<file path="config.mk">
export PLATFORM = sky130hd
export DESIGN_NAME = mesh_route_and_transfer_cost_core_flat
export DESIGN_NICKNAME = d
export VERILOG_FILES = /design/src/design/mrtc_pkg.sv /design/src/design/mrtc_if.sv /design/src/design/mrtc_serial_div.sv /design/src/design/mrtc_route_walk.sv /design/src/design/mesh_route_and_transfer_cost_core.sv /design/src/flat_wrapper.sv
export SDC_FILE = /design/constraint.sdc
export NUM_CORES = 2
export LEC_CHECK = 0
export BUFFER_PORTS_ARGS = -buffer_cell sky130_fd_sc_hd__buf_2
export CORE_ASPECT_RATIO = 0.8
export CORE_MARGIN = 4
export CORE_UTILIZATION = 58
export DETAILED_ROUTE_END_ITERATION = 6
export PLACE_DENSITY_LB_ADDON = 0.05
export SLEW_MARGIN = 20
export SYNTH_ARGS = -nofsm -noshare
export SYNTH_HDL_FRONTEND = slang
export SYNTH_SLANG_ARGS = --single-unit
</file>
<file path="constraint.sdc">
create_clock -name clk -period 6.17 [get_ports clk]
set_input_delay 0 -clock clk [delete_from_list [all_inputs] [get_ports clk]]
set_output_delay 0 -clock clk [all_outputs]
set_load 0.01 [all_outputs]
</file>
<file path="src/design/mrtc_pkg.sv">
// Shared constants and register codes for the mesh route and transfer cost core.
package mrtc_pkg;

  localparam int MAX_NODES_DEF = 64;
  localparam int MAX_COLS_DEF  = 8;

  localparam int CORE_W     = 6;
  localparam int RATE_W     = 24;
  localparam int ELEM_W     = 8;
  localparam int RATIO_W    = 16;
  localparam int HOP_ROW_W  = 6;
  localparam int HOP_COL_W  = 3;
  localparam int LINK_W     = 6;
  localparam int COUNT_W    = 32;
  localparam int FILL_W     = 10;
  localparam int PROD_W     = COUNT_W + RATIO_W;

  localparam int MCOLS_W    = 4;
  localparam int FLITW_W    = 7;
  localparam int STAGES_W   = 4;
  localparam int BW_W       = 8;
  localparam int CFG_ADDR_W = 3;
  localparam int CFG_DATA_W = 8;

  localparam logic [CFG_ADDR_W-1:0] CFG_MESH_COLS      = 3'd0;
  localparam logic [CFG_ADDR_W-1:0] CFG_FLIT_WIDTH     = 3'd1;
  localparam logic [CFG_ADDR_W-1:0] CFG_ROUTER_STAGES  = 3'd2;
  localparam logic [CFG_ADDR_W-1:0] CFG_LINK_BANDWIDTH = 3'd3;
  localparam logic [CFG_ADDR_W-1:0] CFG_ROUTE_ORDER    = 3'd4;

  localparam logic [MCOLS_W-1:0]  MESH_COLS_RST      = 4'd8;
  localparam logic [FLITW_W-1:0]  FLIT_WIDTH_RST     = 7'd16;
  localparam logic [STAGES_W-1:0] ROUTER_STAGES_RST  = 4'd3;
  localparam logic [BW_W-1:0]     LINK_BANDWIDTH_RST = 8'd1;

  localparam logic ORDER_XY = 1'b0;
  localparam logic ORDER_YX = 1'b1;

endpackage

</file>
<file path="src/design/mrtc_if.sv">
// Valid/ready channel interfaces for transfer requests and route hop results.
interface mrtc_in_if;
  logic                                   valid;
  logic                                   ready;
  logic [mrtc_pkg::CORE_W-1:0]            producer_core;
  logic [mrtc_pkg::CORE_W-1:0]            consumer_core;
  logic                                   rate_present;
  logic [mrtc_pkg::RATE_W-1:0]            production_rate;
  logic [mrtc_pkg::ELEM_W-1:0]            element_size;
  logic [mrtc_pkg::RATIO_W-1:0]           ratio_num;
  logic [mrtc_pkg::RATIO_W-1:0]           ratio_den;

  modport source (
    output valid, producer_core, consumer_core, rate_present, production_rate,
           element_size, ratio_num, ratio_den,
    input  ready
  );
  modport sink (
    input  valid, producer_core, consumer_core, rate_present, production_rate,
           element_size, ratio_num, ratio_den,
    output ready
  );
endinterface

interface mrtc_out_if;
  logic                                   valid;
  logic                                   ready;
  logic [mrtc_pkg::HOP_ROW_W-1:0]         hop_row;
  logic [mrtc_pkg::HOP_COL_W-1:0]         hop_col;
  logic                                   last_hop;
  logic [mrtc_pkg::LINK_W-1:0]            link_count;
  logic [mrtc_pkg::COUNT_W-1:0]           flit_count;
  logic [mrtc_pkg::FILL_W-1:0]            fill_latency;
  logic [mrtc_pkg::COUNT_W-1:0]           serial_cycles;
  logic [mrtc_pkg::COUNT_W-1:0]           flits_per_cycle;

  modport source (
    output valid, hop_row, hop_col, last_hop, link_count, flit_count, fill_latency,
           serial_cycles, flits_per_cycle,
    input  ready
  );
  modport sink (
    input  valid, hop_row, hop_col, last_hop, link_count, flit_count, fill_latency,
           serial_cycles, flits_per_cycle,
    output ready
  );
endinterface

</file>
<file path="src/design/mrtc_serial_div.sv">
// Restoring divider that produces one quotient bit per cycle.
module mrtc_serial_div #(
  parameter int DW = 32,
  parameter int VW = 8
) (
  input  logic          clk,
  input  logic          rst,
  input  logic          start,
  input  logic [DW-1:0] dividend,
  input  logic [VW-1:0] divisor,
  output logic          busy,
  output logic [DW-1:0] quotient,
  output logic [VW-1:0] remainder
);

  localparam int CW = $clog2(DW + 1);

  logic [DW-1:0] quo;
  logic [DW-1:0] quo_next;
  logic [VW-1:0] acc;
  logic [VW-1:0] acc_next;
  logic [VW-1:0] dvs;
  logic [CW-1:0] cnt;
  logic          run;
  logic [VW:0]   shifted;
  logic [VW+1:0] diff;
  logic          take;

  always_comb begin
    shifted  = {acc, quo[DW-1]};
    diff     = {1'b0, shifted} - {2'b00, dvs};
    take     = ~diff[VW+1];
    acc_next = take ? diff[VW-1:0] : shifted[VW-1:0];
    quo_next = {quo[DW-2:0], take};
  end

  always_ff @(posedge clk) begin
    if (rst) begin
      run <= 1'b0;
      cnt <= '0;
    end else if (start) begin
      run <= 1'b1;
      cnt <= CW'(DW);
    end else if (run) begin
      cnt <= cnt - 1'b1;
      if (cnt == CW'(1)) begin
        run <= 1'b0;
      end
    end
  end

  always_ff @(posedge clk) begin
    if (start) begin
      quo <= dividend;
      acc <= '0;
      dvs <= divisor;
    end else if (run) begin
      quo <= quo_next;
      acc <= acc_next;
    end
  end

  assign busy      = run;
  assign quotient  = quo;
  assign remainder = acc;

endmodule

</file>
<file path="src/design/mrtc_route_walk.sv">
// Dimension-order route walker that steps one mesh node per accepted hop.
module mrtc_route_walk #(
  parameter int MAX_NODES = 64,
  parameter int ROW_W     = 6,
  parameter int COL_W     = 3
) (
  input  logic             clk,
  input  logic             rst,
  input  logic             start,
  input  logic [ROW_W-1:0] src_row,
  input  logic [COL_W-1:0] src_col,
  input  logic [ROW_W-1:0] dst_row,
  input  logic [COL_W-1:0] dst_col,
  input  logic             order,
  input  logic             adv,
  output logic             active,
  output logic [ROW_W-1:0] row,
  output logic [COL_W-1:0] col,
  output logic             last
);

  localparam int NW = $clog2(MAX_NODES);

  logic [ROW_W-1:0] r;
  logic [COL_W-1:0] c;
  logic [ROW_W-1:0] dr;
  logic [COL_W-1:0] dc;
  logic             ord;
  logic [NW-1:0]    n;
  logic             act;
  logic             move_col;
  logic             step;

  always_comb begin
    last     = ((r == dr) && (c == dc)) || (n == NW'(MAX_NODES - 1));
    move_col = (ord == mrtc_pkg::ORDER_XY) ? (c != dc) : (r == dr);
    step     = act && adv && !last;
  end

  always_ff @(posedge clk) begin
    if (rst) begin
      act <= 1'b0;
    end else if (start) begin
      act <= 1'b1;
    end else if (act && adv && last) begin
      act <= 1'b0;
    end
  end

  always_ff @(posedge clk) begin
    if (start) begin
      r   <= src_row;
      c   <= src_col;
      dr  <= dst_row;
      dc  <= dst_col;
      ord <= order;
      n   <= '0;
    end else if (step) begin
      n <= n + 1'b1;
      if (move_col) begin
        c <= (dc > c) ? c + 1'b1 : c - 1'b1;
      end else begin
        r <= (dr > r) ? r + 1'b1 : r - 1'b1;
      end
    end
  end

  assign active = act;
  assign row    = r;
  assign col    = c;

endmodule

</file>
<file path="src/design/mesh_route_and_transfer_cost_core.sv">
// Top level: mesh route walk with serial ceiling divisions for transfer cost.
// The first hop result follows an input transaction through a load state, serial divisions for
// the core row/column and the flit count, the S_MUL and S_LOAD2 product states, and serial
// divisions for serialization and flits per cycle; then one hop per cycle while hop.ready is high.
// A new transaction is taken the cycle after the last hop is delivered; equal cores finish at once.
// Synchronous active-high reset restores the configuration registers to their defaults.
module mesh_route_and_transfer_cost_core #(
  parameter int MAX_NODES = mrtc_pkg::MAX_NODES_DEF,
  parameter int MAX_COLS  = mrtc_pkg::MAX_COLS_DEF
) (
  input  logic                              clk,
  input  logic                              rst,
  input  logic                              cfg_we,
  input  logic [mrtc_pkg::CFG_ADDR_W-1:0]   cfg_addr,
  input  logic [mrtc_pkg::CFG_DATA_W-1:0]   cfg_wdata,
  mrtc_in_if.sink                           xfer,
  mrtc_out_if.source                        hop
);

  localparam int CVW   = $clog2(MAX_COLS + 1);
  localparam int COL_W = $clog2(MAX_COLS);
  localparam int ROW_W = mrtc_pkg::HOP_ROW_W;
  localparam int CW    = mrtc_pkg::COUNT_W;
  localparam int PW    = mrtc_pkg::PROD_W;

  localparam logic [2:0] S_IDLE  = 3'd0;
  localparam logic [2:0] S_LOAD  = 3'd1;
  localparam logic [2:0] S_DIV1  = 3'd2;
  localparam logic [2:0] S_MUL   = 3'd3;
  localparam logic [2:0] S_LOAD2 = 3'd4;
  localparam logic [2:0] S_DIV2  = 3'd5;
  localparam logic [2:0] S_EMIT  = 3'd6;

  logic [2:0] state;
  logic [2:0] state_next;

  logic [mrtc_pkg::MCOLS_W-1:0]  mesh_cols;
  logic [mrtc_pkg::FLITW_W-1:0]  flit_width;
  logic [mrtc_pkg::STAGES_W-1:0] router_stages;
  logic [mrtc_pkg::BW_W-1:0]     link_bandwidth;
  logic                          route_order;

  logic [mrtc_pkg::CORE_W-1:0]   prod;
  logic [mrtc_pkg::CORE_W-1:0]   cons;
  logic [mrtc_pkg::RATIO_W-1:0]  num;
  logic [mrtc_pkg::RATIO_W-1:0]  den;
  logic [CW-1:0]                 bytes;
  logic [CW-1:0]                 flits;
  logic [ROW_W-1:0]              sr;
  logic [ROW_W-1:0]              dr;
  logic [COL_W-1:0]              sc;
  logic [COL_W-1:0]              dc;
  logic [mrtc_pkg::LINK_W-1:0]   links;
  logic [PW-1:0]                 fdprod;
  logic [mrtc_pkg::FILL_W-1:0]   fill;
  logic [CW-1:0]                 serial;
  logic [CW-1:0]                 fpc;

  logic [CVW-1:0]                cols_eff;
  logic [mrtc_pkg::FLITW_W-1:0]  fw_eff;
  logic [mrtc_pkg::RATE_W-1:0]   rate_eff;
  logic [ROW_W-1:0]              rdiff;
  logic [COL_W-1:0]              cdiff;
  logic [PW-1:0]                 fpc_ceil;
  logic                          accept;
  logic                          adv;
  logic                          start1;
  logic                          start2;
  logic                          walk_start;

  logic                          sbusy;
  logic                          dbusy;
  logic                          fbusy;
  logic                          vbusy;
  logic                          pbusy;
  logic [ROW_W-1:0]              squo;
  logic [ROW_W-1:0]              dquo;
  logic [CVW-1:0]                srem;
  logic [CVW-1:0]                drem;
  logic [CW-1:0]                 fquo;
  logic [mrtc_pkg::FLITW_W-1:0]  frem;
  logic [CW-1:0]                 vquo;
  logic [mrtc_pkg::BW_W-1:0]     vrem;
  logic [PW-1:0]                 pquo;
  logic [mrtc_pkg::RATIO_W-1:0]  prem;

  logic                          walk_active;
  logic [ROW_W-1:0]              walk_row;
  logic [COL_W-1:0]              walk_col;
  logic                          walk_last;

  always_ff @(posedge clk) begin
    if (rst) begin
      mesh_cols      <= mrtc_pkg::MESH_COLS_RST;
      flit_width     <= mrtc_pkg::FLIT_WIDTH_RST;
      router_stages  <= mrtc_pkg::ROUTER_STAGES_RST;
      link_bandwidth <= mrtc_pkg::LINK_BANDWIDTH_RST;
      route_order    <= mrtc_pkg::ORDER_XY;
    end else if (cfg_we) begin
      case (cfg_addr)
        mrtc_pkg::CFG_MESH_COLS:      mesh_cols      <= cfg_wdata[mrtc_pkg::MCOLS_W-1:0];
        mrtc_pkg::CFG_FLIT_WIDTH:     flit_width     <= cfg_wdata[mrtc_pkg::FLITW_W-1:0];
        mrtc_pkg::CFG_ROUTER_STAGES:  router_stages  <= cfg_wdata[mrtc_pkg::STAGES_W-1:0];
        mrtc_pkg::CFG_LINK_BANDWIDTH: link_bandwidth <= cfg_wdata[mrtc_pkg::BW_W-1:0];
        mrtc_pkg::CFG_ROUTE_ORDER:    route_order    <= cfg_wdata[0];
        default: ;
      endcase
    end
  end

  always_comb begin
    if (mesh_cols == '0) begin
      cols_eff = CVW'(1);
    end else if (int'(mesh_cols) > MAX_COLS) begin
      cols_eff = CVW'(MAX_COLS);
    end else begin
      cols_eff = CVW'(mesh_cols);
    end
    fw_eff     = (flit_width == '0) ? mrtc_pkg::FLITW_W'(1) : flit_width;
    rate_eff   = xfer.rate_present ? xfer.production_rate : mrtc_pkg::RATE_W'(1);
    rdiff      = (sr >= dr) ? sr - dr : dr - sr;
    cdiff      = (sc >= dc) ? sc - dc : dc - sc;
    fpc_ceil   = pquo + PW'(|prem);
    accept     = xfer.valid && xfer.ready;
    adv        = hop.valid && hop.ready;
    start1     = (state == S_LOAD);
    start2     = (state == S_LOAD2);
    walk_start = (state == S_DIV2) && !vbusy && !pbusy;
  end

  always_comb begin
    state_next = state;
    case (state)
      S_IDLE: begin
        if (accept && (xfer.producer_core != xfer.consumer_core)) begin
          state_next = S_LOAD;
        end
      end
      S_LOAD:  state_next = S_DIV1;
      S_DIV1: begin
        if (!sbusy && !dbusy && !fbusy) begin
          state_next = S_MUL;
        end
      end
      S_MUL:   state_next = S_LOAD2;
      S_LOAD2: state_next = S_DIV2;
      S_DIV2: begin
        if (walk_start) begin
          state_next = S_EMIT;
        end
      end
      S_EMIT: begin
        if (adv && walk_last) begin
          state_next = S_IDLE;
        end
      end
      default: state_next = S_IDLE;
    endcase
  end

  always_ff @(posedge clk) begin
    if (rst) begin
      state <= S_IDLE;
    end else begin
      state <= state_next;
    end
  end

  always_ff @(posedge clk) begin
    if (accept) begin
      prod  <= xfer.producer_core;
      cons  <= xfer.consumer_core;
      num   <= xfer.ratio_num;
      den   <= xfer.ratio_den;
      bytes <= {{(CW - mrtc_pkg::RATE_W){1'b0}}, rate_eff}
             * {{(CW - mrtc_pkg::ELEM_W){1'b0}}, xfer.element_size};
    end
    if ((state == S_DIV1) && (state_next == S_MUL)) begin
      flits <= fquo + CW'(|frem);
      sr    <= squo;
      dr    <= dquo;
      sc    <= COL_W'(srem);
      dc    <= COL_W'(drem);
    end
    if (state == S_MUL) begin
      fdprod <= {{(PW - CW){1'b0}}, flits} * {{(PW - mrtc_pkg::RATIO_W){1'b0}}, den};
      links  <= mrtc_pkg::LINK_W'(rdiff) + mrtc_pkg::LINK_W'(cdiff);
    end
    if (state == S_LOAD2) begin
      fill <= {{(mrtc_pkg::FILL_W - mrtc_pkg::LINK_W){1'b0}}, links}
            * {{(mrtc_pkg::FILL_W - mrtc_pkg::STAGES_W){1'b0}}, router_stages};
    end
    if (walk_start) begin
      serial <= (link_bandwidth == '0) ? flits : vquo + CW'(|vrem);
      if ((num == '0) || (den == '0)) begin
        fpc <= flits;
      end else if (fpc_ceil[PW-1:CW] != '0) begin
        fpc <= '1;
      end else begin
        fpc <= fpc_ceil[CW-1:0];
      end
    end
  end

  mrtc_serial_div #(.DW(mrtc_pkg::CORE_W), .VW(CVW)) u_src_div (
    .clk(clk), .rst(rst), .start(start1), .dividend(prod), .divisor(cols_eff),
    .busy(sbusy), .quotient(squo), .remainder(srem)
  );

  mrtc_serial_div #(.DW(mrtc_pkg::CORE_W), .VW(CVW)) u_dst_div (
    .clk(clk), .rst(rst), .start(start1), .dividend(cons), .divisor(cols_eff),
    .busy(dbusy), .quotient(dquo), .remainder(drem)
  );

  mrtc_serial_div #(.DW(CW), .VW(mrtc_pkg::FLITW_W)) u_flit_div (
    .clk(clk), .rst(rst), .start(start1), .dividend(bytes), .divisor(fw_eff),
    .busy(fbusy), .quotient(fquo), .remainder(frem)
  );

  mrtc_serial_div #(.DW(CW), .VW(mrtc_pkg::BW_W)) u_serial_div (
    .clk(clk), .rst(rst), .start(start2), .dividend(flits), .divisor(link_bandwidth),
    .busy(vbusy), .quotient(vquo), .remainder(vrem)
  );

  mrtc_serial_div #(.DW(PW), .VW(mrtc_pkg::RATIO_W)) u_ratio_div (
    .clk(clk), .rst(rst), .start(start2), .dividend(fdprod), .divisor(num),
    .busy(pbusy), .quotient(pquo), .remainder(prem)
  );

  mrtc_route_walk #(.MAX_NODES(MAX_NODES), .ROW_W(ROW_W), .COL_W(COL_W)) u_walk (
    .clk(clk), .rst(rst), .start(walk_start),
    .src_row(sr), .src_col(sc), .dst_row(dr), .dst_col(dc),
    .order(route_order), .adv(adv),
    .active(walk_active), .row(walk_row), .col(walk_col), .last(walk_last)
  );

  assign xfer.ready          = (state == S_IDLE);
  assign hop.valid           = walk_active;
  assign hop.hop_row         = walk_row;
  assign hop.hop_col         = mrtc_pkg::HOP_COL_W'(walk_col);
  assign hop.last_hop        = walk_last;
  assign hop.link_count      = links;
  assign hop.flit_count      = flits;
  assign hop.fill_latency    = fill;
  assign hop.serial_cycles   = serial;
  assign hop.flits_per_cycle = fpc;

endmodule
</file>
<file path="src/flat_wrapper.sv">
// flat-port wrapper written by rule: the top's interface ports become plain ports
module mesh_route_and_transfer_cost_core_flat 
#(
  parameter int MAX_NODES = mrtc_pkg::MAX_NODES_DEF,
  parameter int MAX_COLS  = mrtc_pkg::MAX_COLS_DEF
)
  (clk, rst, cfg_we, cfg_addr, cfg_wdata, xfer_valid, xfer_producer_core, xfer_consumer_core, xfer_rate_present, xfer_production_rate, xfer_element_size, xfer_ratio_num, xfer_ratio_den, xfer_ready, hop_valid, hop_hop_row, hop_hop_col, hop_last_hop, hop_link_count, hop_flit_count, hop_fill_latency, hop_serial_cycles, hop_flits_per_cycle, hop_ready);
  mrtc_in_if xfer_i ();
  mrtc_out_if hop_i ();
  input  logic clk;
  input  logic rst;
  input  logic cfg_we;
  input  logic [mrtc_pkg::CFG_ADDR_W-1:0] cfg_addr;
  input  logic [mrtc_pkg::CFG_DATA_W-1:0] cfg_wdata;
  input wire logic [$bits(xfer_i.valid)-1:0] xfer_valid;
  input wire logic [$bits(xfer_i.producer_core)-1:0] xfer_producer_core;
  input wire logic [$bits(xfer_i.consumer_core)-1:0] xfer_consumer_core;
  input wire logic [$bits(xfer_i.rate_present)-1:0] xfer_rate_present;
  input wire logic [$bits(xfer_i.production_rate)-1:0] xfer_production_rate;
  input wire logic [$bits(xfer_i.element_size)-1:0] xfer_element_size;
  input wire logic [$bits(xfer_i.ratio_num)-1:0] xfer_ratio_num;
  input wire logic [$bits(xfer_i.ratio_den)-1:0] xfer_ratio_den;
  output wire logic [$bits(xfer_i.ready)-1:0] xfer_ready;
  output wire logic [$bits(hop_i.valid)-1:0] hop_valid;
  output wire logic [$bits(hop_i.hop_row)-1:0] hop_hop_row;
  output wire logic [$bits(hop_i.hop_col)-1:0] hop_hop_col;
  output wire logic [$bits(hop_i.last_hop)-1:0] hop_last_hop;
  output wire logic [$bits(hop_i.link_count)-1:0] hop_link_count;
  output wire logic [$bits(hop_i.flit_count)-1:0] hop_flit_count;
  output wire logic [$bits(hop_i.fill_latency)-1:0] hop_fill_latency;
  output wire logic [$bits(hop_i.serial_cycles)-1:0] hop_serial_cycles;
  output wire logic [$bits(hop_i.flits_per_cycle)-1:0] hop_flits_per_cycle;
  input wire logic [$bits(hop_i.ready)-1:0] hop_ready;
  assign xfer_i.valid = xfer_valid;
  assign xfer_i.producer_core = xfer_producer_core;
  assign xfer_i.consumer_core = xfer_consumer_core;
  assign xfer_i.rate_present = xfer_rate_present;
  assign xfer_i.production_rate = xfer_production_rate;
  assign xfer_i.element_size = xfer_element_size;
  assign xfer_i.ratio_num = xfer_ratio_num;
  assign xfer_i.ratio_den = xfer_ratio_den;
  assign xfer_ready = xfer_i.ready;
  assign hop_valid = hop_i.valid;
  assign hop_hop_row = hop_i.hop_row;
  assign hop_hop_col = hop_i.hop_col;
  assign hop_last_hop = hop_i.last_hop;
  assign hop_link_count = hop_i.link_count;
  assign hop_flit_count = hop_i.flit_count;
  assign hop_fill_latency = hop_i.fill_latency;
  assign hop_serial_cycles = hop_i.serial_cycles;
  assign hop_flits_per_cycle = hop_i.flits_per_cycle;
  assign hop_i.ready = hop_ready;
  mesh_route_and_transfer_cost_core #(.MAX_NODES(MAX_NODES), .MAX_COLS(MAX_COLS)) u_core (.clk(clk), .rst(rst), .cfg_we(cfg_we), .cfg_addr(cfg_addr), .cfg_wdata(cfg_wdata), .xfer(xfer_i), .hop(hop_i));
endmodule
</file>
==> impl_metrics.json <==
{
  "relSlewSlack": 0.309,
  "grt_overflow_total": 0,
  "hold_path_depth": 2,
  "ys_async_sr_fraction": 0,
  "final_nets": 6219,
  "end_kind": "flop",
  "crit_top_cell": "fa_1",
  "layout_setup_ws_ns": -0.167,
  "rows": 93,
  "path_delay_family": "adder cells",
  "r2r_cells": 23,
  "grt_max_degree": 81,
  "clock_sinks": 534,
  "initial_core_util": 0.586,
  "rsz0062_at_grt": "true",
  "die_h_um": 263,
  "avgSynthCellArea_um2": 9.68,
  "synthesis.area_mm2": 0.0472,
  "worst_pin_slew_ns": 1.03,
  "crit_path_cell_trace": "buf_12 -> and2_4 -> fa_1 -> inv_1 -> fa_1 -> fa_1 -> inv_2 -> fa_1 -> fa_1 -> inv_1 -> fa_1 -> inv_2 -> ha_4 -> buf_6 -> nand3_4 -> nor2_1 -> or4b_4 -> a211o_1 -> nand3_2 -> a31oi_4 -> o311ai_2 -> a41oi_2 -> xnor2_1",
  "cts_buffer_depth": 3,
  "period_minus_slack_ns": 6.34,
  "yosys.cell_types.count": 79,
  "critPathMaxFanout": 19,
  "numCtsBuffers": 56,
  "grt_pass1_wl_um": 196000,
  "gp_congestion": 0.943,
  "htreeDepth": 2,
  "max_freq_mhz": 158,
  "tritoncts": "done",
  "root_buffer": "clkbuf_16",
  "worst_path_largest_cell_delay_ns": 0.55,
  "clk_latency_ns": 0.65,
  "postSynthCellCount": 4882,
  "status": "complete, but fails checks",
  "hold_class": "primary input to flop",
  "seq_area_frac_synth": 0.318,
  "cp-start-kind": "flop",
  "finalHoldViolCount": 0,
  "synth-edff-count": 432,
  "crit_slowest_cell": "fa_1",
  "drive_gt1_frac": 0.129,
  "finClkSkew_ns": 0.0563,
  "drcViolationCount": 0,
  "final.period_utilization": 1.03,
  "synth_top_flop_cell": "edfxtp_1",
  "violations": "negative setup slack",
  "critPathKind": "flop to flop",
  "critical_path_buf_inv_count": 6,
  "core_mm2": 0.0806,
  "final_max_slew_viol_count": 0,
  "grtUsageTotal": 0.286,
  "cp.required_ns": 6.51,
  "placement.io_buffers": 216,
  "dieArea_mm2": 0.0861,
  "setup_viol": 14,
  "ant_nets": 0,
  "path_clk_slew_ns": 0.06,
  "antenna_found_initial": 6,
  "wire_per_inst_um": 18.8,
  "syn_to_final_growth_pct": 14.8,
  "die_x_um": 327,
  "path_depth": 23,
  "drv_cap": 0,
  "syn_nets": 5818,
  "ys_seq_elements": 534,
  "grt_pass1_vias": 35639,
  "whs_ns": 0.0638,
  "boundaryPins": 217,
  "wl_um": 121000,
  "viasPerCell": 5.43,
  "drtIter0Drc": 2951,
  "yosysWarnings": 0,
  "crit_arrival_ns": 6.68,
  "firstDrtPassIters": 5,
  "dp_hpwl_um": 95300,
  "vias": 34903
}
## flip-flops by register name, indices dropped and copies added, names as in the netlist, 7 cells and up
register,cells
u_core.link_bandwidth,8
u_core.u_serial_div.dvs,8
u_core.u_flit_div.dvs,7
u_core.fdprod,48
u_core.u_ratio_div.dvs,16
u_core.u_serial_div.quotient,32
u_core.num,16
u_core.u_ratio_div.quotient,48
u_core.flit_width,7
u_core.u_flit_div.remainder,7
u_core.hop.fill_latency,10
u_core.hop.flit_count,32
u_core.u_flit_div.quotient,32
u_core.hop.serial_cycles,32
u_core.hop.flits_per_cycle,32
u_core.u_ratio_div.remainder,16
u_core.den,16
u_core.bytes,32
u_core.u_serial_div.remainder,8
## cell families (layout without fill, tap and decap cells)
group,Yosys count,count (layout),share of synthesized area
AOI/OAI and AO/OA,508,508,0.0671
buffers and inverters,920,1369,0.0734
DFF,534,534,0.318
xor gates and xnor gates,233,233,0.0432
adders and majority gates,843,843,0.314
and+or+nand+nor,1796,1796,0.174
muxes,48,48,0.0104
other,0,4,0
## synth_stat cells, types with 7 or more instances
| cell type | instances | area (µm²) |
|---|---|---|
| nand2_1 | 935 | 3510 |
| inv_1 | 683 | 2560 |
| fa_1 | 570 | 11400 |
| edfxtp_1 | 432 | 13000 |
| ha_1 | 273 | 3420 |
| and2_1 | 256 | 1600 |
| nor2_1 | 233 | 875 |
| clkbuf_1 | 221 | 830 |
| a21oi_1 | 212 | 1060 |
| xnor2_1 | 134 | 1170 |
| and3_1 | 108 | 676 |
| dfxtp_1 | 102 | 2040 |
| xor2_1 | 99 | 867 |
| o21ai_0 | 90 | 450 |
| nand3_1 | 84 | 420 |
| a21o_1 | 48 | 360 |
| mux2i_1 | 40 | 400 |
| nor2b_1 | 36 | 225 |
| nand2b_1 | 29 | 181 |
| nand4_1 | 29 | 181 |
| nor4_1 | 27 | 169 |
| nor3_1 | 26 | 130 |
| a211oi_1 | 25 | 188 |
| o21bai_1 | 18 | 135 |
| o21a_1 | 15 | 113 |
| a31oi_1 | 14 | 87.6 |
| buf_1 | 10 | 37.5 |
| o211ai_1 | 10 | 75.1 |
| a211o_1 | 9 | 78.8 |
| mux2_2 | 8 | 90.1 |
| or3_1 | 7 | 43.8 |
## path summary, 6_finish.rpt
path                                      from           endpoint  slack (ns)
hold reg to reg   u_core.u_dst_div.quotient[1]       u_core.dr[1]        0.45
setup / recovery                 u_core.den[4]  u_core.fdprod[46]       -0.17
hold / removal               xfer_ratio_num[5]      u_core.num[5]        0.06
setup reg to reg                 u_core.den[4]  u_core.fdprod[46]       -0.17
## layer usage
metal  GRT usage  share of wire  up-vias
met1       0.426           0.45    17108
li1            -              -    16472
met2       0.427           0.43     1150
met4      0.0707          0.026        2
met3      0.0664          0.089      171
met5           0        0.00011        -
## cells in the final DEF, fill, tap and decap left out, types with 133 or more instances in the layout
master	n
fa_1	564
nand2_1	930
ha_1	261
xnor2_1	133
and2_1	251
nor2_1	231
inv_1	677
a21oi_1	201
buf_4	253
edfxtp_1	432
buf_2	217
## what timing repair did
| action | CTS | global route |
|---|---|---|
| cloned | 0 | 0 |
| setup endpoints to repair | 16 | 20 |
| resized for setup | 48 | 39 |
| pin swaps | 8 | 8 |
| endpoints found under the hold margin | 110 | 0 |
| hold buffers | 72 | 0 |
| buffers inserted | 13 | 4 |
## layout make-up
class,instances,area (µm²)
fillers,6544,26400
well taps,1092,1370
multi-input cells,3428,29200
clock buffers,74,1500
repair buffers,579,4310
flip-flops and latches,534,15000
diodes,4,10.0
clock inverters,32,297
inverters,684,2570
## metrics by stage
stage          setup TNS [ns]  worst slack [ns]  instance area (µm²)  instances  utilization
2_1_floorplan         -0.0675           -0.0387                47600       4882            -
3_3_place_gp            -1.23            -0.193                51200       6228        0.635
3_5_place_dp            -2.21            -0.302                51200       6228        0.635
4_1_cts                -0.933            -0.164                54000       6419        0.670
5_1_grt                 -4.87            -0.388                54200       6423        0.673
6_report                -1.22            -0.167                54300       6427        0.673
Power is not shown: default switching activity piles up to over one toggle a cycle in this logic, so the estimate is an artifact.
